[config.mk]
export PLATFORM = sky130hd
export DESIGN_NAME = fvn_div_cell
export DESIGN_NICKNAME = d
export VERILOG_FILES = /design/src/design/assert_macros.svh /design/src/design/fvn_pkg.sv /design/src/design/fvn_div_cell.sv
export SDC_FILE = /design/constraint.sdc
export NUM_CORES = 1
export LEC_CHECK = 0
export BUFFER_PORTS_ARGS = -buffer_cell sky130_fd_sc_hd__buf_2
export CORE_MARGIN = 2
export CORE_UTILIZATION = 50
export CTS_CLUSTER_DIAMETER = 100
export DETAILED_ROUTE_END_ITERATION = 12
export HOLD_SLACK_MARGIN = 0.02
export PLACE_DENSITY_LB_ADDON = 0.15
export SLEW_MARGIN = 40
export SYNTH_ARGS = -nofsm -noshare
export SYNTH_HDL_FRONTEND = slang
export SYNTH_SLANG_ARGS = --single-unit
[constraint.sdc]
create_clock -name i_clk -period 5.2 [get_ports i_clk]
set_clock_uncertainty 0.1 [all_clocks]
set_input_delay 1.04 -clock i_clk [delete_from_list [all_inputs] [get_ports i_clk]]
set_output_delay 1.04 -clock i_clk [all_outputs]
set_load 0.1 [all_outputs]
[src/design/assert_macros.svh]
// Assertion macros shared by the design files.
`ifndef ASSERT_MACROS_SVH
`define ASSERT_MACROS_SVH
`ifndef NO_ASSERTIONS
`define ASSERT_PROP(lbl, clk, rst_n, prop) \
    lbl: assert property (@(posedge clk) disable iff (!rst_n) prop) \
        else $error("assertion failed");
`define ASSERT_NEVER(lbl, clk, rst_n, cond) \
    lbl: assert property (@(posedge clk) disable iff (!rst_n) !(cond)) \
        else $error("forbidden condition seen");
`else
`define ASSERT_PROP(lbl, clk, rst_n, prop)
`define ASSERT_NEVER(lbl, clk, rst_n, cond)
`endif
`endif

[src/design/fvn_pkg.sv]
// Package of constants, types and functions for the fractal value noise core.
`timescale 1ns / 1ps
package fvn_pkg;

    localparam int MaxOctaves = 8;
    localparam int FracBits   = 16;
    localparam int CoordW     = 32;
    localparam int ValW       = 16;
    localparam int OneQ16     = 65536;
    localparam int AmpW       = 17;
    localparam int SumW       = $clog2(MaxOctaves * OneQ16 + 1);
    localparam int TotW       = $clog2(MaxOctaves * OneQ16);
    localparam int OctCntW    = $clog2(MaxOctaves + 1);
    localparam int OctStages  = 6;
    localparam int OctLat     = MaxOctaves * OctStages;
    localparam int DivSteps   = ValW;
    localparam int HashShift  = 13;

    localparam logic [31:0] HashMx = 32'd374761393;
    localparam logic [31:0] HashMy = 32'd668265263;
    localparam logic [31:0] HashMf = 32'd1274126177;
    localparam logic [17:0] ThreeQ16 = 18'd196608;
    localparam logic [AmpW-1:0] AmpOne = AmpW'(OneQ16);

    localparam logic RegOctaveCount = 1'b0;
    localparam logic RegPersistence = 1'b1;

    typedef struct packed {
        logic              valid;
        logic [CoordW-1:0] x;
        logic [CoordW-1:0] y;
        logic [TotW-1:0]   total;
    } t_oct_bus;

    typedef struct packed {
        logic            en;
        logic [AmpW-1:0] pers;
        logic [AmpW-1:0] amp;
        logic [SumW-1:0] amp_sum;
    } t_oct_ctl;

    typedef struct packed {
        logic [AmpW-1:0] amp;
        logic [SumW-1:0] amp_sum;
    } t_amp_link;

    typedef struct packed {
        logic            valid;
        logic [SumW-1:0] rem;
        logic [ValW-1:0] quo;
    } t_div_bus;

    function automatic logic [ValW-1:0] blend(input logic [ValW-1:0] a,
                                              input logic [ValW-1:0] b,
                                              input logic [ValW-1:0] w);
        logic [32:0] s;
        s = 33'(a) * 33'(AmpOne - {1'b0, w}) + 33'(b) * 33'(w);
        return s[31:16];
    endfunction

endpackage

[src/design/fvn_div_cell.sv]
// One restoring division step: shift the remainder, subtract, emit a quotient bit.
`timescale 1ns / 1ps
module fvn_div_cell (
    input  logic                      i_clk,
    input  logic                      i_rst_n,
    input  fvn_pkg::t_div_bus         i_bus,
    input  logic [fvn_pkg::SumW-1:0]  i_den,
    output fvn_pkg::t_div_bus         o_bus
);

    logic                         r_vld;
    logic [fvn_pkg::SumW-1:0]     r_rem;
    logic [fvn_pkg::ValW-1:0]     r_quo;
    logic [fvn_pkg::SumW:0]       w_t;
    logic [fvn_pkg::SumW:0]       w_d;
    logic                         w_ge;

    assign w_t  = {i_bus.rem, 1'b0};
    assign w_ge = (w_t >= {1'b0, i_den});
    assign w_d  = w_t - {1'b0, i_den};

    always_ff @(posedge i_clk) begin
        if (!i_rst_n) begin
            r_vld <= 1'b0;
        end else begin
            r_vld <= i_bus.valid;
        end
    end

    always_ff @(posedge i_clk) begin
        r_rem <= w_ge ? w_d[fvn_pkg::SumW-1:0] : w_t[fvn_pkg::SumW-1:0];
        r_quo <= {i_bus.quo[fvn_pkg::ValW-2:0], w_ge};
    end

    assign o_bus.valid = r_vld;
    assign o_bus.rem   = r_rem;
    assign o_bus.quo   = r_quo;

endmodule

* After elaboration in Yosys (flattened, before gate mapping)
Cells that the tools add are included.
** Operators by class
- Order comparisons :: 1
- Add/subtract/negate cells :: 1
- Mux-type cells :: 1
** Operator list (number)
- $ge 21x20->1 :: 1
- $mux 20 :: 1
- $sub 20x20->20 :: 1
** Storage, ports and cells
- Output and inout port bits :: 37
- Bits of input ports :: 59
- Bits in registers :: 37

* Longest topological paths before layout
- Depth in word-level cells :: 2
- Gate-level depth with buffers :: 11
- Depth with buffers taken out :: 9

* Worst setup path before layout
No wires, ideal clock.
- Path kind :: input to register
- Start :: in i_den[4] (netlist name)
- End :: reg r_rem[10] (netlist name)
- Stages on the path :: 10
- Slack :: 2015 ps
- Data arrival time :: 2964 ps
- Path buffers :: 1
- Setup time :: 121 ps
- Cells stage by stage :: inv_1 -> ha_1 -> a21o_1 -> a31oi_1 -> o21ai_1 -> a31oi_2 -> o31ai_2 -> a31oi_2 -> buf_6 -> mux2_4
** Between the ends
- Longest elaborated chain between the ends :: 2
** Ends and longest elaborated chain
- start: declaration :: RTL line fvn_div_cell.sv:7 : input logic [fvn_pkg::SumW-1:0] i_den,
- $sub 20x20->20 or $ge 21x20->1 (tied branches) :: RTL line fvn_div_cell.sv:20, fvn_div_cell.sv:19
- $mux 20 (*) :: RTL line fvn_div_cell.sv:31 : r_rem <= w_ge ? w_d[fvn_pkg::SumW-1:0] : w_t[fvn_pkg::SumW-1:0];
- end signal: assignment :: RTL line fvn_div_cell.sv:31
- end: declaration :: RTL line fvn_div_cell.sv:12 : logic [fvn_pkg::SumW-1:0] r_rem;
Every way passes the cells marked *; elsewhere a longest branch is shown, timed or not.
A chain may end at the register's enable or synchronous reset.

* Worst setup path after layout
- Start :: in i_bus[19] (netlist name)
- End :: reg r_rem[12] (netlist name)
** Between the ends
- Longest elaborated chain between the ends :: 2
** Ends and longest elaborated chain
- start: declaration :: RTL line fvn_div_cell.sv:6 : input fvn_pkg::t_div_bus i_bus,
- $sub 20x20->20 or $ge 21x20->1 (tied branches) :: RTL line fvn_div_cell.sv:20, fvn_div_cell.sv:19
- $mux 20 (*) :: RTL line fvn_div_cell.sv:31
Marks and branches as above.

==> metrics.md <==
| Metric | Value |
|---|---|
| Outcome | `completed` |
| DR iter-0 viols | `62` |
| Sw frac | `48.4%` |
| Crit share post-route | `62.4%` |
| Number of port buffers | `94` |
| Initial Util | `52.1%` |
| Post-layout min period | `3240 ps` |
| Final-report hold violation count | `0` |
| PostCTS Resize Cnt | `0` |
| Chip Width | `71.4 µm` |
| First-pass GRT wire length | `8070 µm` |
| Syn Nets | `316` |
| Compound-Gate Fraction of Synth Area | `19.6%` |
| Max-slew violation count | `0` |
| H-tree Lvls | `2` |
| Register Area | `741 µm²` |
| CP max FO | `12` |
| Syn avg cell area | `9.62 µm²` |
| GPL Wtd Cong | `0.853` |
| Num rows | `24` |
| Nets@finish | `410` |
| CP max stage delay | `360 ps` |
| Hold_sp | `i_bus[8]` |
| WL per Instance | `12.8 µm` |
| Final setup margin | `1960 ps` |
| Most frequent CP cell | `a31oi_2` |
| CP Launch Type | `input pin` |
| Worst slack, placed | `1670 ps` |
| Synth Instances | `236` |
| PD cells | `382 nW/µm²` |
| Layout cells sized above 1 | `39.6%` |
| Placed cell count | `375` |
| Post-Synth Simple-Gate Area | `10.7%` |
| CTS Buf Count | `5` |
| CTS clock-pin slew for the worst setup and hold paths | `80 ps` |
| CTS tree | `done` |
| Vias/cell | `5.19` |
| I/O pins | `96` |
| Initial antenna violation count | `0` |
| Hold_ws | `750 ps` |
| HP Class | `input pin to flip-flop` |
| Yosys cell types | `51` |
| Drt first pass iters | `4` |
| Antenna Nets Post-Route | `0` |
| Max-cap viol count | `0` |
| Switching Power | `0.524 mW` |
| Flop pwr share | `30.6%` |
| Area leader, netlist | `dfxtp_1` |
| Peak VDD IR | `0.173 mV` |
| Number of global-route vias before repair | `1880` |
| Die span in y | `71.4 µm` |
| Dpl hpwl | `3980 µm` |
| Non-filler cells, final | `383` |
| Clock Tree Buf Depth | `2` |
| Largest net degree at the start of global routing | `13` |
| WS Path Type | `input pin to flip-flop` |
| FILL cells | `380` |
| Clk sinks | `37` |
| Post-synthesis mux area share | `12.4%` |
| CTS Hold Buffers Added | `0` |
| Fin util | `65.1%` |
| Critical-path cell list | `buf_2 -> ha_1 -> a21o_1 -> a31oi_1 -> o21ai_1 -> a31oi_2 -> o31ai_2 -> a31oi_2 -> buf_4 -> mux2_4` |
| Cell area after synthesis | `2270 µm²` |
| Worst Path Arrival | `3310 ps` |
| Area of the multi-input gates | `1360 µm²` |
| Clock power share | `18.0%` |
| Pint | `0.558 mW` |
| Die Area | `5090 µm²` |
| Post-synth EDFFs | `0` |
| Xor and xnor area share after synthesis | `5.40%` |
| Post-synthesis register bit count | `37` |
| Post-Route Setup TNS | `0 ps` |
| CTS Root Cell | `clkbuf_8` |
| Leakage power | `1.43 nW` |
| Top cells by area, synth | `dfxtp_1 (33%), ha_1 (11%), mux2_4 (11%)` |
| RSZ-0062 raised after global routing | `false` |
| Adder-cell share of the synthesized area | `11.9%` |
| Post-synth ARST share | `0%` |
| Final instance area | `2840 µm²` |
| Final wirelength | `4900 µm` |
| Least-Margin Pin Slew | `495 ps` |
| CP endpoint kind | `flip-flop` |
| Yosys warns | `0` |
| GRT Overall Usage | `19.5%` |
| Via count | `1988` |
| Crit-path slowest cell | `ha_1` |
| Slew headroom | `67.2%` |
| Combinational fraction of design power | `51.3%` |
| Post-CTS Setup Inserts | `0` |
| Synth top area share | `32.6%` |
| Setup violators final | `0` |
| Critical Path Start | `i_bus[19]` |
| Main synth FF type | `dfxtp_1` |
| Ant. Diodes | `0` |
| Placed inst area | `2750 µm²` |
| Total power | `1.08 mW` |
| Largest family of logic cells by synthesized area | `compound AO/OA/AOI/OAI gates` |
| Core ar. | `4350 µm²` |
| Fmax achieved | `308 MHz` |
| Sequential area share after synthesis | `32.6%` |
| DRC | `0` |
| Area grow syn2layout | `24.9%` |
| Grt ovf | `0` |
| Critical Path RT | `5270 ps` |
## cells in the mapped netlist, drive strengths merged, types with 2 or more instances
cell    number
a211o        2
mux2        17
o211ai       2
o21a         3
a21oi       13
and3         3
nand4        4
clkbuf       3
inv         25
o21ai       16
a221oi       3
xor2         7
nor2        12
mux2i        3
and2         2
nor3         3
o31ai        2
xnor2        7
buf          6
a31oi        5
nand2       14
nand3        5
a211oi       3
dfxtp       37
o311ai       2
a21o         3
ha          20
## path summary, 6_finish.rpt
check	endpoint	slack, ps	cells after the start
setup / recovery	r_rem[12]	1960	10
hold / removal	r_quo[9]	750	1
## cells in the final DEF (no fill, tap or decap), drive strengths merged, types with 3 or more instances in the layout
cell type / n
buf: 96
dfxtp: 37
inv: 25
ha: 20
mux2: 17
o21ai: 16
nand2: 14
a21oi: 13
nor2: 12
xor2: 7
xnor2: 7
nand3: 5
clkbuf: 5
a31oi: 5
nand4: 4
a221oi: 3
o21a: 3
mux2i: 3
nor3: 3
a21o: 3
and3: 3
a211oi: 3
## final cells by class
type | instances | share of cell area [%]
Clock buffer | 5 | 2.43
Clock inverter | 3 | 0.618
Inverter | 25 | 3.31
Multi-Input combinational cell | 165 | 48.1
Sequential cell | 37 | 26.1
Tap cell | 52 | 2.29
Timing Repair Buffer | 96 | 17.1
## routing by layer
layer  global-route usage (%)  wire length [µm]
met4                     5.66                48
met3                     3.94               347
met5                        0                 0
met1                     24.1              2170
met2                     34.4              2330
## power groups by stage
stage / Combinational [mW] / Clock (mW) / Sequential (mW)
4_1_cts: 0.557 / 0.204 / 0.332
5_1_grt: 0.582 / 0.213 / 0.335
2_1_floorplan: 0.180 / 0 / 0.628
3_3_place_gp: 0.551 / 0 / 0.336
6_report: 0.555 / 0.195 / 0.331
3_5_place_dp: 0.555 / 0 / 0.338
## worst max-delay path: cells and delay by family
family                     cells  cell delay, ps
adders and majority gates      1             360
buffers and inverters          2             390
muxes                          1             320
AOI/OAI and AO/OA              6            1190
## cell families (layout without fill, tap and decap cells)
family	count (synthesis)	count (layout)
compound gates	61	61
xor+xnor	14	14
fa+ha+maj	21	21
buf+inv	34	129
flops	37	37
mux	20	20
simple gates	49	49
## state kept, by name, indices dropped and copies added, names as in the netlist
name	flops
r_vld	1
r_rem	20
r_quo	16
Note: power is estimated with default switching activity, not from simulation.
